[src/hdl/mffhf_pkg.sv]
`timescale 1ns / 1ps
`default_nettype none

package mffhf_pkg;

   // byte counter width; the count saturates at its maximum
   localparam int COUNT_BITS = 32;
   // scan limit: 10 + 28-bit tag size + 4 fits in 29 bits
   localparam int LIM_BITS = 29;
   localparam int CMP_BITS = (COUNT_BITS > LIM_BITS) ? COUNT_BITS : LIM_BITS;

   localparam int TAG_HDR_LEN = 10;
   localparam int MIN_LEN = 10;
   localparam int WIN_LEN = 4;
   localparam int QUEUE_DEPTH = 2;

   localparam logic [7:0] SYNC_BYTE = 8'hFF;
   localparam logic [2:0] SYNC_TOP = 3'b111;
   localparam logic [1:0] LAYER_III_CODE = 2'b01;
   localparam logic [1:0] MPEG1_CODE = 2'b11;
   localparam logic [23:0] ID3_MAGIC = 24'h494433;

   // tag header byte offsets
   localparam int POS_MAGIC_END = 2;
   localparam int POS_VERSION = 3;
   localparam int POS_SIZE_FIRST = 6;
   localparam int POS_SIZE_LAST = 9;

   // one file summary as handed from the scanner to the decoder
   typedef struct packed {
      logic call_ok;
      logic has_tag;
      logic [7:0] tag_version;
      logic [27:0] tag_size;
      logic frame_found;
      logic [23:0] header;   // header bytes 1..3
      logic [31:0] file_length;
   } summary_type;

   typedef struct packed {
      logic full;
      logic empty;
   } queue_status_type;

   function automatic logic [8:0] kbps_lookup(input logic [3:0] idx);
      logic [8:0] kbps;
      case (idx)
         4'd1: kbps = 9'd32;
         4'd2: kbps = 9'd40;
         4'd3: kbps = 9'd48;
         4'd4: kbps = 9'd56;
         4'd5: kbps = 9'd64;
         4'd6: kbps = 9'd80;
         4'd7: kbps = 9'd96;
         4'd8: kbps = 9'd112;
         4'd9: kbps = 9'd128;
         4'd10: kbps = 9'd160;
         4'd11: kbps = 9'd192;
         4'd12: kbps = 9'd224;
         4'd13: kbps = 9'd256;
         4'd14: kbps = 9'd320;
         default: kbps = 9'd0;
      endcase
      return kbps;
   endfunction

   function automatic logic [15:0] rate_lookup(input logic [1:0] idx);
      logic [15:0] rate;
      case (idx)
         2'd0: rate = 16'd44100;
         2'd1: rate = 16'd48000;
         2'd2: rate = 16'd32000;
         default: rate = 16'd0;
      endcase
      return rate;
   endfunction

endpackage

`default_nettype wire

[src/hdl/mffhf_front.sv]
`timescale 1ns / 1ps
`default_nettype none

module mffhf_front (
   input  wire logic clock,
   input  wire logic reset,
   input  wire logic accept,
   input  wire logic [7:0] data_byte,
   input  wire logic last_byte,
   output logic push,
   output mffhf_pkg::summary_type rec
);
   import mffhf_pkg::*;

   logic [COUNT_BITS-1:0] pos_ff, pos_in;
   logic [31:0] window_ff, window_in;
   logic tag_ff, tag_in;
   logic [7:0] version_ff, version_in;
   logic [27:0] size_ff, size_in;
   logic [LIM_BITS-1:0] lim_ff, lim_in;
   logic found_ff, found_in;
   logic [23:0] header_ff, header_in;
   logic hdr_match;
   logic in_scan;

   // window holds bytes p-4..p-1; byte p exists, so a header there may count
   assign in_scan = CMP_BITS'(pos_ff) >= CMP_BITS'(lim_ff);
   assign hdr_match = (window_ff[31:24] == SYNC_BYTE) && (window_ff[23:21] == SYNC_TOP)
                      && (window_ff[18:17] == LAYER_III_CODE);

   always_comb begin
      window_in = {window_ff[23:0], data_byte};
      pos_in = (pos_ff != '1) ? pos_ff + COUNT_BITS'(1) : pos_ff;
      tag_in = tag_ff;
      version_in = version_ff;
      size_in = size_ff;
      lim_in = lim_ff;
      found_in = found_ff;
      header_in = header_ff;

      if (!found_ff && in_scan && hdr_match) begin
         found_in = 1'b1;
         header_in = window_ff[23:0];
      end
      if (pos_ff == COUNT_BITS'(POS_MAGIC_END) && window_in[23:0] == ID3_MAGIC) begin
         tag_in = 1'b1;
         lim_in = LIM_BITS'(TAG_HDR_LEN + WIN_LEN);
      end
      if (tag_ff && pos_ff == COUNT_BITS'(POS_VERSION))
         version_in = data_byte;
      if (tag_ff && pos_ff >= COUNT_BITS'(POS_SIZE_FIRST)
          && pos_ff <= COUNT_BITS'(POS_SIZE_LAST))
         size_in = {size_ff[20:0], data_byte[6:0]};
      if (tag_ff && pos_ff == COUNT_BITS'(POS_SIZE_LAST))
         lim_in = LIM_BITS'(size_in) + LIM_BITS'(TAG_HDR_LEN + WIN_LEN);

      push = accept && last_byte;
      rec.call_ok = pos_in >= COUNT_BITS'(MIN_LEN);
      rec.has_tag = tag_in;
      rec.tag_version = version_in;
      rec.tag_size = size_in;
      rec.frame_found = found_in;
      rec.header = header_in;
      rec.file_length = 32'(pos_in);
   end

   always_ff @(posedge clock) begin
      if (reset || (accept && last_byte)) begin
         // start a fresh file
         pos_ff <= '0;
         window_ff <= '0;
         tag_ff <= 1'b0;
         version_ff <= '0;
         size_ff <= '0;
         lim_ff <= LIM_BITS'(WIN_LEN);
         found_ff <= 1'b0;
         header_ff <= '0;
      end else if (accept) begin
         pos_ff <= pos_in;
         window_ff <= window_in;
         tag_ff <= tag_in;
         version_ff <= version_in;
         size_ff <= size_in;
         lim_ff <= lim_in;
         found_ff <= found_in;
         header_ff <= header_in;
      end
   end

endmodule

`default_nettype wire

[src/hdl/mffhf_queue.sv]
`timescale 1ns / 1ps
`default_nettype none

module mffhf_queue (
   input  wire logic clock,
   input  wire logic reset,
   input  wire logic push,
   input  wire mffhf_pkg::summary_type rec_in,
   input  wire logic pop,
   output mffhf_pkg::summary_type rec_out,
   output mffhf_pkg::queue_status_type status
);
   import mffhf_pkg::*;

   localparam int PTR_BITS = $clog2(QUEUE_DEPTH);

   summary_type slot_ff [QUEUE_DEPTH];
   logic [PTR_BITS-1:0] wr_ff, rd_ff;
   logic [PTR_BITS:0] count_ff;
   logic do_push, do_pop;

   assign status.full = count_ff == (PTR_BITS+1)'(QUEUE_DEPTH);
   assign status.empty = count_ff == '0;
   assign do_push = push && !status.full;
   assign do_pop = pop && !status.empty;
   assign rec_out = slot_ff[rd_ff];

   always_ff @(posedge clock) begin
      if (do_push)
         slot_ff[wr_ff] <= rec_in;
   end

   always_ff @(posedge clock) begin
      if (reset) begin
         wr_ff <= '0;
         rd_ff <= '0;
         count_ff <= '0;
      end else begin
         if (do_push)
            wr_ff <= (wr_ff == PTR_BITS'(QUEUE_DEPTH - 1)) ? '0 : wr_ff + PTR_BITS'(1);
         if (do_pop)
            rd_ff <= (rd_ff == PTR_BITS'(QUEUE_DEPTH - 1)) ? '0 : rd_ff + PTR_BITS'(1);
         if (do_push && !do_pop)
            count_ff <= count_ff + (PTR_BITS+1)'(1);
         else if (do_pop && !do_push)
            count_ff <= count_ff - (PTR_BITS+1)'(1);
      end
   end

endmodule

`default_nettype wire

[src/hdl/mffhf_back.sv]
`timescale 1ns / 1ps
`default_nettype none

module mffhf_back (
   input  wire logic clock,
   input  wire logic reset,
   input  wire mffhf_pkg::summary_type head,
   input  wire mffhf_pkg::queue_status_type q_status,
   output logic pop,
   output logic rsp_valid,
   input  wire logic rsp_ready,
   output logic rsp_call_ok,
   output logic rsp_has_tag,
   output logic [7:0] rsp_tag_version,
   output logic [27:0] rsp_tag_size,
   output logic rsp_frame_found,
   output logic [1:0] rsp_audio_version,
   output logic [1:0] rsp_layer_number,
   output logic [8:0] rsp_bitrate_kbps,
   output logic [15:0] rsp_sample_rate_hz,
   output logic [1:0] rsp_stereo_mode,
   output logic [31:0] rsp_file_length
);
   import mffhf_pkg::*;

   logic valid_ff;
   logic ok_ff, tag_ff, ff_ff;
   logic [7:0] version_ff;
   logic [27:0] size_ff;
   logic [1:0] mpeg_ff, layer_ff, chan_ff;
   logic [8:0] kbps_ff;
   logic [15:0] rate_ff;
   logic [31:0] len_ff;
   logic tag_in, ff_in;

   // advance when the output register is free or being taken
   assign pop = !q_status.empty && (!valid_ff || rsp_ready);
   assign tag_in = head.call_ok && head.has_tag;
   assign ff_in = head.call_ok && head.frame_found;

   always_ff @(posedge clock) begin
      if (reset)
         valid_ff <= 1'b0;
      else if (pop)
         valid_ff <= 1'b1;
      else if (rsp_ready)
         valid_ff <= 1'b0;
   end

   always_ff @(posedge clock) begin
      if (pop) begin
         ok_ff <= head.call_ok;
         tag_ff <= tag_in;
         version_ff <= tag_in ? head.tag_version : '0;
         size_ff <= tag_in ? head.tag_size : '0;
         ff_ff <= ff_in;
         mpeg_ff <= !ff_in ? 2'd0 : (head.header[20:19] == MPEG1_CODE) ? 2'd1 : 2'd2;
         layer_ff <= ff_in ? 2'd3 : 2'd0;
         kbps_ff <= ff_in ? kbps_lookup(head.header[15:12]) : '0;
         rate_ff <= ff_in ? rate_lookup(head.header[11:10]) : '0;
         chan_ff <= ff_in ? head.header[7:6] : '0;
         len_ff <= head.file_length;
      end
   end

   assign rsp_valid = valid_ff;
   assign rsp_call_ok = ok_ff;
   assign rsp_has_tag = tag_ff;
   assign rsp_tag_version = version_ff;
   assign rsp_tag_size = size_ff;
   assign rsp_frame_found = ff_ff;
   assign rsp_audio_version = mpeg_ff;
   assign rsp_layer_number = layer_ff;
   assign rsp_bitrate_kbps = kbps_ff;
   assign rsp_sample_rate_hz = rate_ff;
   assign rsp_stereo_mode = chan_ff;
   assign rsp_file_length = len_ff;

endmodule

`default_nettype wire

[src/hdl/mp3_first_frame_header_finder.sv]
`timescale 1ns / 1ps
`default_nettype none

// Finds the first MPEG layer III frame header of a byte stream, one file at a time.
// Input channel (req_): one file byte per word; req_last_byte marks the file's
// final byte, and the next word starts a new file. A leading ID3v2 tag is parsed
// (version and synchsafe size) and skipped before the header search starts.
// Result channel (rsp_): one summary word per file, sent after its last byte.
// Throughput: one byte per cycle while req_ready is high (the queue has room).
// The summary enters the two-entry queue at the edge that accepts the last
// byte, then is decoded into the output register, which drives rsp_valid,
// once that register is free or its word is being taken.
// When the receiver stalls, up to two summaries wait in the queue behind the
// one held at the output; bytes keep flowing until the queue is full, then
// req_ready drops until a summary is taken.
// Reset clears the byte count, tag and header state, empties the queue and
// drops rsp_valid; the first byte after reset starts a new file.
module mp3_first_frame_header_finder (
   input  wire logic clock,
   input  wire logic reset,
   input  wire logic req_valid,
   output logic req_ready,
   input  wire logic [7:0] req_data_byte,
   input  wire logic req_last_byte,
   output logic rsp_valid,
   input  wire logic rsp_ready,
   output logic rsp_call_ok,
   output logic rsp_has_tag,
   output logic [7:0] rsp_tag_version,
   output logic [27:0] rsp_tag_size,
   output logic rsp_frame_found,
   output logic [1:0] rsp_audio_version,
   output logic [1:0] rsp_layer_number,
   output logic [8:0] rsp_bitrate_kbps,
   output logic [15:0] rsp_sample_rate_hz,
   output logic [1:0] rsp_stereo_mode,
   output logic [31:0] rsp_file_length
);
   import mffhf_pkg::*;

   logic accept;
   logic push;
   logic pop;
   summary_type front_rec;
   summary_type head_rec;
   queue_status_type q_status;

   // hold off bytes only while the summary queue has no room
   assign req_ready = !q_status.full;
   assign accept = req_valid && req_ready;

   mffhf_front u_front (
      .clock(clock),
      .reset(reset),
      .accept(accept),
      .data_byte(req_data_byte),
      .last_byte(req_last_byte),
      .push(push),
      .rec(front_rec)
   );

   mffhf_queue u_queue (
      .clock(clock),
      .reset(reset),
      .push(push),
      .rec_in(front_rec),
      .pop(pop),
      .rec_out(head_rec),
      .status(q_status)
   );

   mffhf_back u_back (
      .clock(clock),
      .reset(reset),
      .head(head_rec),
      .q_status(q_status),
      .pop(pop),
      .rsp_valid(rsp_valid),
      .rsp_ready(rsp_ready),
      .rsp_call_ok(rsp_call_ok),
      .rsp_has_tag(rsp_has_tag),
      .rsp_tag_version(rsp_tag_version),
      .rsp_tag_size(rsp_tag_size),
      .rsp_frame_found(rsp_frame_found),
      .rsp_audio_version(rsp_audio_version),
      .rsp_layer_number(rsp_layer_number),
      .rsp_bitrate_kbps(rsp_bitrate_kbps),
      .rsp_sample_rate_hz(rsp_sample_rate_hz),
      .rsp_stereo_mode(rsp_stereo_mode),
      .rsp_file_length(rsp_file_length)
   );

   // the output register is empty right after reset
   a_reset_clears_rsp: assert property (@(posedge clock) reset |=> !rsp_valid)
      else $error("rsp_valid set after reset");

   // a found frame always comes with a full-length file and layer III
   a_frame_fields: assert property (@(posedge clock) disable iff (reset)
      rsp_valid && rsp_frame_found |-> rsp_call_ok && rsp_layer_number == 2'd3
                                       && rsp_audio_version != 2'd0)
      else $error("frame summary fields inconsistent");

   // a short file reports nothing but its length
   a_short_file: assert property (@(posedge clock) disable iff (reset)
      rsp_valid && !rsp_call_ok |-> rsp_file_length < 32'd10 && !rsp_has_tag
                                    && !rsp_frame_found)
      else $error("short file summary not cleared");

   // no summary is pushed while the queue is full
   a_no_push_when_full: assert property (@(posedge clock) disable iff (reset)
      q_status.full |-> !push)
      else $error("summary pushed into a full queue");

endmodule

`default_nettype wire

[config.mk]
export PLATFORM = sky130hd
export DESIGN_NAME = mp3_first_frame_header_finder
export DESIGN_NICKNAME = d
export VERILOG_FILES = /design/src/hdl/mffhf_pkg.sv /design/src/hdl/mffhf_front.sv /design/src/hdl/mffhf_queue.sv /design/src/hdl/mffhf_back.sv /design/src/hdl/mp3_first_frame_header_finder.sv
export SDC_FILE = /design/constraint.sdc
export NUM_CORES = 1
export LEC_CHECK = 0
export BUFFER_PORTS_ARGS = -buffer_cell sky130_fd_sc_hd__buf_2
export CELL_PAD_IN_SITES_DETAIL_PLACEMENT = 1
export CELL_PAD_IN_SITES_GLOBAL_PLACEMENT = 1
export CORE_ASPECT_RATIO = 1.5
export CORE_MARGIN = 2
export CORE_UTILIZATION = 25
export DETAILED_ROUTE_END_ITERATION = 10
export PLACE_DENSITY = 0.58
export SETUP_SLACK_MARGIN = 0.4
export SYNTH_ARGS = -nofsm -noshare
export SYNTH_HDL_FRONTEND = slang
export SYNTH_SLANG_ARGS = --single-unit
export TNS_END_PERCENT = 10
[constraint.sdc]
create_clock -name clock -period 11 [get_ports clock]
set_input_delay 0.55 -clock clock [delete_from_list [all_inputs] [get_ports clock]]
set_output_delay 0.55 -clock clock [all_outputs]
set_load 0.01 [all_outputs]
Word level (Yosys, flattened, before mapping)
Memory sizes are Yosys's and may differ from the RTL's. A register that Yosys moved wholly into a read port is not among the register bits.
Index checks and enable logic that the tools add are counted.
{"block": "op_classes", "addsub": 6, "order_cmp": 4, "eq_ne": 12, "mux": 21, "reduce_logical": 33}
{"op": "== test 32 x 2 -> 1 bit (second input constant)", "count": 2}
{"op": "two-way mux 29 bit", "count": 2}
{"op": "case mux 16 bit (3 select lines)", "count": 1}
{"op": "adder 32 x 1 -> 32 bit (second input constant)", "count": 1}
{"op": "== test 32 x 4 -> 1 bit (second input constant)", "count": 1}
{"op": "greater-or-equal comparator 32 x 29 -> 1 bit", "count": 1}
{"op": "greater-or-equal comparator 32 x 3 -> 1 bit (second input constant)", "count": 1}
{"op": "greater-or-equal comparator 32 x 4 -> 1 bit (second input constant)", "count": 1}
{"op": "less-or-equal comparator 32 x 4 -> 1 bit (second input constant)", "count": 1}
{"op": "two-way mux 32 bit", "count": 1}
{"op": "!= test 32 bit (second input constant)", "count": 1}
{"op": "adder 28 x 4 -> 29 bit (second input constant)", "count": 1}
{"op": "two-way mux 28 bit", "count": 1}
{"op": "== test 24 x 23 -> 1 bit (second input constant)", "count": 1}
{"op": "two-way mux 24 bit", "count": 1}
{"op": "logical AND 1 bit", "count": 18}
{"op": "two-way mux 1 bit", "count": 10}
{"op": "== test 8 bit (second input constant)", "count": 1}
{"op": "two-way mux 2 bit", "count": 4}
{"op": "two-way mux 8 bit", "count": 1}
{"op": "logical NOT 1 bit", "count": 7}
{"op": "== test 2 bit (second input constant)", "count": 3}
{"op": "nonzero test 2 bit", "count": 3}
{"op": "== test 2 x 1 -> 1 bit (second input constant)", "count": 2}
{"op": "7 further kinds", "count": 10}
{"block": "totals", "register_bits": 262, "ramBits": 190, "rom_bits": 96, "word_cells": 101, "n_memories": 2}
{"name": "u_queue.slot_ff", "depth": 2, "width": 95, "rd": 1, "rd_ports_with_merged_regs": 1, "wr": 1, "line_no": "mffhf_queue.sv:17", "rtl": "summary_type slot_ff [QUEUE_DEPTH];"}
{"name": "(no name shown)", "depth": 16, "width": 6, "rd": 1, "rd_ports_with_merged_regs": 1, "wr": 0, "line_no": "mffhf_pkg.sv:47", "rtl": "case (idx)"}

Longest topological paths before layout
Gate-level depths: netlist (run 1).
{"block": "depth", "word_depth": 9, "depth_mapped": 16, "depth_no_buf": 14}

By module
A second synthesis (run 1) with hierarchy kept.
{"block": "hier_totals", "hier_cells": 1640, "area_unflattened_um2": 19979.2}
{"module": "mffhf_front", "n_inst": 1, "cells_per_inst": 1116, "area_per_inst_um2": 9236.4, "seq_area_each_um2": 3103.0}
{"module": "mffhf_queue", "n_inst": 1, "cells_per_inst": 321, "area_per_inst_um2": 7327.0, "seq_area_each_um2": 5805.6}
{"module": "mffhf_back", "n_inst": 1, "cells_per_inst": 201, "area_per_inst_um2": 3405.8, "seq_area_each_um2": 2662.6}
{"module": "mp3_first_frame_header_finder", "n_inst": 1, "cells_per_inst": 2, "area_per_inst_um2": 10.0, "seq_area_each_um2": 0.0}

Least setup slack after synthesis (run 1)
No wires, ideal clock.
{"block": "synth_timing", "path_kind": "flip-flop to flip-flop", "startpoint": "register u_queue.count_ff[0]", "endpoint": "memory u_queue.slot_ff[0][0] in the netlist's numbering, enable pin", "t_arrival_ns": 4.400, "slack_ns": 6.079, "path_stages_with_launch": 6, "n_path_buf": 1, "cell_sequence": "dfxtp_1 > nand2b_1 > and2_0 > clkbuf_1 > nand2_1 > nor2_1"}
{"block": "synth_via", "elab_chain_cells": 7}
{"item": "start: declaration", "line_no": "mffhf_queue.sv:19", "rtl": "logic [PTR_BITS:0] count_ff;"}
{"item": "start signal: assignment", "line_no": "mffhf_queue.sv:44", "rtl": "count_ff <= count_ff + (PTR_BITS+1)'(1);"}
{"item": "start signal: assignment", "line_no": "mffhf_queue.sv:46", "rtl": "count_ff <= count_ff - (PTR_BITS+1)'(1);"}
{"item": "== test 2 bit (*)", "line_no": "mffhf_queue.sv:22", "rtl": "assign status.full = count_ff == (PTR_BITS+1)'(QUEUE_DEPTH);"}
{"item": "logical NOT 1 bit (*)", "line_no": "mp3_first_frame_header_finder.sv:49", "rtl": "assign req_ready = !q_status.full;"}
{"item": "net req_ready", "line_no": "mp3_first_frame_header_finder.sv:22", "rtl": "output logic req_ready,"}
{"item": "logical AND 1 bit", "line_no": "mp3_first_frame_header_finder.sv:50", "rtl": "assign accept = req_valid && req_ready;"}
{"item": "logical AND 1 bit", "line_no": "mffhf_front.sv:57", "rtl": "push = accept && last_byte;"}
{"item": "logical AND 1 bit (*)", "line_no": "mffhf_queue.sv:24", "rtl": "assign do_push = push && !status.full;"}
{"item": "two-way mux 1 bit (*)", "line_no": "mffhf_queue.sv:29", "rtl": "if (do_push)"}
{"item": "two-way mux 1 bit (implied by the code) (*)", "line_no": "mffhf_queue.sv:30", "rtl": "slot_ff[wr_ff] <= rec_in;"}
{"item": "end: declaration", "line_no": "mffhf_queue.sv:17"}
Mark *: on every way through the listed nets, which the timed path passes. The rest lies on a longest branch.

Worst setup path after layout (run 1)
{"block": "layout_timing", "startpoint": "register u_front.pos_ff[0]", "endpoint": "register u_front.lim_ff[17]"}
{"block": "layout_via", "elab_chain_cells": 6}
{"item": "start: declaration", "line_no": "mffhf_front.sv:15", "rtl": "logic [COUNT_BITS-1:0] pos_ff, pos_in;"}
{"item": "start signal: assignment", "line_no": "mffhf_front.sv:79", "rtl": "pos_ff <= pos_in;"}
{"item": "greater-or-equal comparator 32 x 3 -> 1 bit", "line_no": "mffhf_front.sv:51", "rtl": "if (tag_ff && pos_ff >= COUNT_BITS'(POS_SIZE_FIRST)"}
{"item": "logical AND 1 bit", "line_no": "mffhf_front.sv:51"}
{"item": "logical AND 1 bit", "line_no": "mffhf_front.sv:52", "rtl": "&& pos_ff <= COUNT_BITS'(POS_SIZE_LAST))"}
{"item": "two-way mux 28 bit", "line_no": "mffhf_front.sv:51"}
{"item": "adder 28 x 4 -> 29 bit", "line_no": "mffhf_front.sv:55", "rtl": "lim_in = LIM_BITS'(size_in) + LIM_BITS'(TAG_HDR_LEN + WIN_LEN);"}
{"item": "two-way mux 29 bit", "line_no": "mffhf_front.sv:54", "rtl": "if (tag_ff && pos_ff == COUNT_BITS'(POS_SIZE_LAST))"}
{"item": "end signal: assignment", "line_no": "mffhf_front.sv:75", "rtl": "lim_ff <= LIM_BITS'(WIN_LEN);"}
{"item": "end signal: assignment", "line_no": "mffhf_front.sv:84", "rtl": "lim_ff <= lim_in;"}
{"item": "end: declaration", "line_no": "mffhf_front.sv:20", "rtl": "logic [LIM_BITS-1:0] lim_ff, lim_in;"}
Parallel ways exist; a longest one is shown, timed or not.
A chain may end at the register's enable or synchronous reset.

==> results.toml, run 1 <==
[die]
die_x_microns = 224
dieArea_sq_mm = 0.0746
io_pins = 117
dieHeight_microns = 333
fp-row-count = 120
core_sq_mm = 0.0715
initial_core_util = 0.253

[clocking]
path_clk_slew_ps = 60
numCtsBuffers = 41
postCtsHoldBufs = 0
clock_latency_ps = 560
cts_resized = 0
ctsHtreeMaxLevel = 2
cts_root_buf = "clkbuf_16"
cts_buffer_depth = 3
post-cts-setup-buffers = 0
cts.sinks = 397
cts_tree = "yes"

[global_route]
antenna_found_initial = 0
grt_pass1_vias = 13200
grt_max_degree = 71
grt_pass1_wl_microns = 76400
grt_overflow_total = 0
grt_use_total = 0.129

[pwr]
p_per_area_mw_per_mm2 = 197
power.leakage_uw = 0.00762
pwr-share-comb = 0.169
clkPwrFrac = 0.350
switching_power_uw = 1160
internal_power_uw = 2940
netSwitchingFraction = 0.283
seq_power_share = 0.481
power_uw = 4100
max-vdd-ir-drop_mv = 0.0868

[placement]
gp_congestion = 0.857
port_buffers = 108
post-place-ws_ps = 6410
hpwlAfterDp_microns = 34400

[drt]
routed-wl-met2_microns = 24800
wl_per_cell_microns = 18.3
wl_met1_microns = 19300
wirelength_microns = 48000
topRoutingLayerUsed = "met4"
ant_nets = 0
drt_iter0_drc = 472
num_vias = 12100
dr.pass1.iters = 4
vias_per_cell = 4.60
drc = 0
dr_wl_met3_microns = 1620

[setup_path]
r2r_start = "u_front.pos_ff[0]"
critPathSlowestCell = "nor4b_1"
cpPeakStageDelay_ps = 670
path_max_fanout = 65
startpoint = "u_front.pos_ff[0]"
critPathArrivalTime_ps = 5000
cp-start-kind = "flip-flop"
path_class = "reg2reg"
worstPathRequired_ps = 11450
reg2regPathDepth = 15
endpoint_kind = "flip-flop"
critical_path.cell_chain = "inv_1 -> ha_1 -> nor2_1 -> or3_1 -> a2111o_2 -> buf_4 -> mux2i_1 -> ha_1 -> nor2b_1 -> nor4b_1 -> nand2_1 -> mux2i_1 -> o21ai_0 -> xnor2_1 -> a22o_1"

[sta]
post-route-period-util = 0.414
grt_setup_unrepaired = "false"
maxSlewHeadroom = 0.209
setup_viol = 0
maxSlewViolCount = 0
postLayoutSetupSlackWorst_ps = 6450
tightest_slew_ps = 1180
period_needed_ps = 4550
finClkSkew_ps = 28.2
fin_setup_tns_ps = 0
hold_viol = 0
fmax_mhz = 220

[synthesis]
ys.flop_type = "edfxtp_1"
synth_commonest_cells = "edfxtp_1 (250), nand2_1 (204), nor2_1 (152)"
synth.distinct_cells = 72
synth.avg_cell_area_sq_um = 11.2
ys_seq_area_frac = 0.578
synth_cells = 1613
synthTopCellsByArea = "edfxtp_1 (42%), dfxtp_1 (16%), mux2i_1 (4.9%)"
yosysWarnings = 0
synthArstFlopShare = 0
ys_ff_latch = 397
synth_top_area_share = 0.415
syn_area_sq_mm = 0.0181
yosys.area.top_type = "edfxtp_1"
synth_edf_count = 250
yosysMostFrequentCell = "edfxtp_1"

[hold_path]
hold_start = "reset"
hold_class = "in2reg"
worstHoldPathCells = 2

[final_layout]
drive_gt1_frac = 0.168
seqCellArea_sq_mm = 0.0105
fillers = 7875
post-route-util = 0.291
layout.nets = 1729
area_delta_synth_final_pct = 15.0
diodes = 0
multi_input_area_sq_mm = 0.00691

[outcome]
status = "finished, final reports clean"

[job]
max_cap_violations = 0
[placed cells by master, fill, tap and decap left out, types with 7 or more instances in the layout]
cell type / n
nor3_1: 20
buf_4: 16
a211oi_1: 17
edfxtp_1: 250
and4_1: 7
conb_1: 8
buf_2: 108
dfxtp_1: 146
nand2_1: 203
nand2b_1: 11
a22o_1: 14
nor4b_1: 8
nand4_1: 35
clkbuf_16: 41
a21oi_1: 76
xor2_1: 27
and2_1: 7
mux2i_1: 89
xnor2_1: 49
nand4b_1: 10
and3_1: 23
mux2_2: 72
o21ai_0: 22
nor2_1: 151
inv_1: 68
nor4_1: 15
ha_1: 43
a31oi_1: 11
nand3_1: 35
[routing by layer]
metal / global-route usage / up-vias
met5: 0 / -
met4: 0.0627 / 0
met3: 0.0174 / 90
met2: 0.241 / 196
met1: 0.143 / 5909
li1: - / 5869
[metrics by stage]
step / area [sq um] / instances / hold WS [ps]
after global routing: 20800 / 2621 / 283
after global placement: 19400 / 2545 / 438
after CTS: 20800 / 2621 / 248
final: 20800 / 2621 / 275
after detailed placement: 19400 / 2545 / 444
after floorplan: 18100 / 1620 / 425
[power groups by stage]
stage | registers, uW | clock network, uW | logic (uW)
after global placement | 2010 | 0 | 710
after global routing | 2000 | 1540 | 777
after floorplan | 2050 | 0 | 367
after CTS | 1980 | 1490 | 724
after detailed placement | 2010 | 0 | 719
final | 1970 | 1430 | 694
[cell families after synthesis]
family / count (synthesis) / share of synthesized area
XOR/XNOR: 76 / 0.0368
flip-flops: 397 / 0.578
AND/OR/NAND/NOR: 557 / 0.147
adder cells (fa/ha/maj): 43 / 0.0297
other: 1 / 0.000207
AO/OA/AOI/OAI: 195 / 0.0702
multiplexers: 161 / 0.0941
buffers and inverters: 183 / 0.0439
[sequential cells by signal, summed over array words and instances (netlist names), 2 cells and up, named ones only]
| signal | flops |
|---|---|
| u_queue.count_ff | 2 |
| u_back.rsp_bitrate_kbps | 6 |
| u_front.size_ff | 28 |
| u_front.version_ff | 8 |
| u_back.rsp_audio_version | 2 |
| u_back.rsp_stereo_mode | 2 |
| u_queue.slot_ff | 162 |
| u_back.rsp_tag_version | 8 |
| u_back.rsp_tag_size | 28 |
| u_front.pos_ff | 32 |
| u_front.lim_ff | 29 |
| u_front.window_ff | 32 |
| u_back.rsp_file_length | 32 |
| u_front.header_ff | 10 |
| u_back.rsp_sample_rate_hz | 7 |
[path summary, 6_finish.rpt]
check	slack, ps	to
hold reg to reg	450	u_front.version_ff[6]
setup reg to reg	6450	u_front.lim_ff[17]
hold / removal	280	flip-flop
setup / recovery	6450	u_front.lim_ff[17]
[layout make-up]
cell class	count	share of cell area
Tap cell	915	0.0550
Clock inverter	25	0.0136
Sequential cell	397	0.502
Multi-Input combinational cell	1040	0.332
Inverter	69	0.0126
Timing Repair Buffer	124	0.0317
Clock buffer	51	0.0524
[critical path: cells and delay by family, from the launching register on]
family | cells | cell delay, ps
AND/OR/NAND/NOR | 5 | 1310
AO/OA/AOI/OAI | 3 | 890
multiplexers | 2 | 610
buffers and inverters | 2 | 570
adder cells (fa/ha/maj) | 2 | 530
flip-flops | 1 | 400
XOR/XNOR | 1 | 160
Power figures use the tool's default switching activity.
==> inputs of run 2 (changes only) <==
Settings changed: ABC_AREA set to 1, PLACE_DENSITY 0.58 to 0.6.
Clock period 11 ns to 4.59 ns, I/O delays scaled along.
==> run 2 against run 1 <==
Compared with the run above: global-route usage grew 1.9 points; synthesized cell count up 23%; fmax is 27% higher; via count grew 15%; combinational power grew to 4.5 times the previous value; final cell count grew 16%; sequential cell count unchanged; register-to-register slack got worse by 5400 ps; worst hold slack worse by 82 ps; die area shrank 0.89%; core utilization is 0.19 points higher; wire length grew 14%; critical endpoint is now u_front.lim_ff[27]; largest power group unchanged; highest routed layer unchanged.
==> results.toml, run 2 <==
[final_layout]
area_delta_synth_final_pct = 16.3
fillers = 8370
final_cell_mix = "nand2_1 (530), edfxtp_1 (250), inv_1 (218), a21oi_1 (191), dfxtp_1 (146)"
layout.nets = 2142
post-route-util = 0.293
final_common_cell = "nand2_1"
largest_reg_flops = 162
drive_gt1_frac = 0.122
regMostFlops = "u_queue.slot_ff"
diodes = 0

[sta]
maxSlewViolCount = 0
fmax_mhz = 279
postLayoutSetupSlackWorst_ps = 1010
setup_viol = 0
fin_setup_tns_ps = 0
maxSlewHeadroom = 0.426
grt_setup_unrepaired = "false"
period_needed_ps = 3580
tightest_slew_ps = 856
post-route-period-util = 0.781
hold_viol = 0
finClkSkew_ps = 19.2

[job]
max_cap_violations = 0

[synthesis]
yosysMostFrequentCell = "nand2_1"
synthTopCellsByArea = "edfxtp_1 (42%), dfxtp_1 (16%), nand2_1 (11%)"
synth_commonest_cells = "nand2_1 (532), edfxtp_1 (250), inv_1 (220)"
ys_seq_area_frac = 0.583
synth.avg_cell_area_sq_um = 9.02
synth_cells = 1988
yosys.area.top_type = "edfxtp_1"
synthArstFlopShare = 0
yosysWarnings = 0
synth.distinct_cells = 48
ys_ff_latch = 397
synth_edf_count = 250
syn_area_sq_mm = 0.0179
ys.flop_type = "edfxtp_1"
synth_top_area_share = 0.419

[setup_path]
rrSetupSlack_ps = 1010
path_class = "reg2reg"
critPathArrivalTime_ps = 4060
regToRegEndpoint = "u_front.lim_ff[27]"
endpoint_kind = "flip-flop"
r2r_start = "u_front.pos_ff[0]"
path_max_fanout = 20
reg2regPathDepth = 17
cp-start-kind = "flip-flop"
critPathSlowestCell = "nand3b_2"
cpPeakStageDelay_ps = 440
worstPathRequired_ps = 5070
critical_path.cell_chain = "inv_1 -> ha_1 -> inv_1 -> o21ai_1 -> nand3b_2 -> nand3_4 -> nand2_1 -> o21ai_2 -> inv_1 -> ha_1 -> nand3_1 -> nand4_1 -> nor2_4 -> nand3_1 -> nand2_1 -> nand3_1 -> a21oi_1"

[drt]
wirelength_microns = 54800
vias_per_cell = 4.58
topRoutingLayerUsed = "met4"
num_vias = 13900
drt_iter0_drc = 710
drc = 0
dr_wl_met3_microns = 1520
dr.pass1.iters = 4
routed-wl-met2_microns = 29700
wl_per_cell_microns = 18.1
ant_nets = 0
wl_met1_microns = 21000

[clocking]
cts_root_buf = "clkbuf_16"
post-cts-setup-buffers = 0
numCtsBuffers = 40
cts_tree = "yes"
cts_buffer_depth = 3
cts_resized = 0
ctsHtreeMaxLevel = 2
clock_latency_ps = 570
cts.sinks = 397
path_clk_slew_ps = 60

[pwr]
power_uw = 11500
p_per_area_mw_per_mm2 = 553
power.leakage_uw = 0.00827
max-vdd-ir-drop_mv = 0.214

[die]
dieHeight_microns = 332
core_sq_mm = 0.0712
dieArea_sq_mm = 0.0739
initial_core_util = 0.252
die_x_microns = 223
fp-row-count = 120
io_pins = 117

[placement]
hpwlAfterDp_microns = 40100
gp_congestion = 0.914
post-place-ws_ps = 869
port_buffers = 108

[hold_path]
hold_class = "in2reg"
hold_start = "req_last_byte"
worstHoldPathCells = 3
hold_end = "u_queue.wr_ff"

[global_route]
grt_overflow_total = 0
grt_use_total = 0.148
grt_pass1_vias = 14400
grt_pass1_wl_microns = 85000
antenna_found_initial = 0
grt_max_degree = 84

[outcome]
status = "finished, final reports clean"
## run 2: area by class of cell
| cell class | count | area, sq um | area share |
|---|---|---|---|
| clock buffers | 49 | 1060 | 0.0511 |
| clock inverters | 24 | 265 | 0.0127 |
| flip-flops and latches | 397 | 10500 | 0.501 |
| well taps | 915 | 1140 | 0.0549 |
| inverters | 231 | 868 | 0.0416 |
| multi-input cells | 1276 | 6240 | 0.299 |
| repair buffers | 140 | 818 | 0.0392 |
## run 2: through the flow
stage | std cells | hold slack [ps] | cell area, sq um
after CTS | 3031 | 157 | 20800
after floorplan | 1995 | 302 | 18000
after global placement | 2948 | 409 | 19400
after detailed placement | 2948 | 405 | 19400
final | 3032 | 193 | 20900
after global routing | 3032 | 203 | 20900
## run 2: cells by family after synthesis
logic type | share of synthesized area
compound gates | 0.0982
xor+xnor | 0.00733
fa+ha+maj | 0.0300
buf+inv | 0.0732
flops | 0.583
mux | 0.000558
other cells | 0.000209
simple gates | 0.208
## run 2: worst max path at each step
stage / from / end / slack, ps
2_1_floorplan: u_queue.count_ff[0] / u_queue.slot_ff[0][0] / -170
3_3_place_gp: u_front.pos_ff[0] / u_front.lim_ff[27] / 1060
3_5_place_dp: u_front.pos_ff[0] / u_front.lim_ff[27] / 870
4_1_cts: u_front.pos_ff[0] / u_front.lim_ff[27] / 820
5_1_grt: u_front.pos_ff[1] / u_front.lim_ff[26] / 560
6_report: u_front.pos_ff[0] / u_front.lim_ff[27] / 1010
## run 2: critical path: cells and delay by family (launching register included)
kind	cells	cell delay [ps]
compound gates	3	320
fa+ha+maj	2	480
buf+inv	3	390
flops	1	410
simple gates	9	1870
## run 2: timing repair
| item | 4_1_cts | 5_1_grt |
|---|---|---|
| hold buffers | 10 | 0 |
| setup endpoints to repair | 0 | 2 |
| endpoints found under the hold margin | 10 | 0 |
## run 2: per-layer routing
metal | track usage | vias to the layer above
li1 | - | 6771
met1 | 0.158 | 6784
met2 | 0.286 | 227
met3 | 0.0164 | 101
met4 | 0.0691 | 0
met5 | 0 | -
## run 2: where the power goes
| group | internal, uW | leakage, uW | switching (uW) |
|---|---|---|---|
| logic | 885 | 0.00403 | 2240 |
| registers | 4710 | 0.00358 | 303 |
| clock network | 1940 | 0.000658 | 1450 |
| total | 7540 | 0.00827 | 4000 |
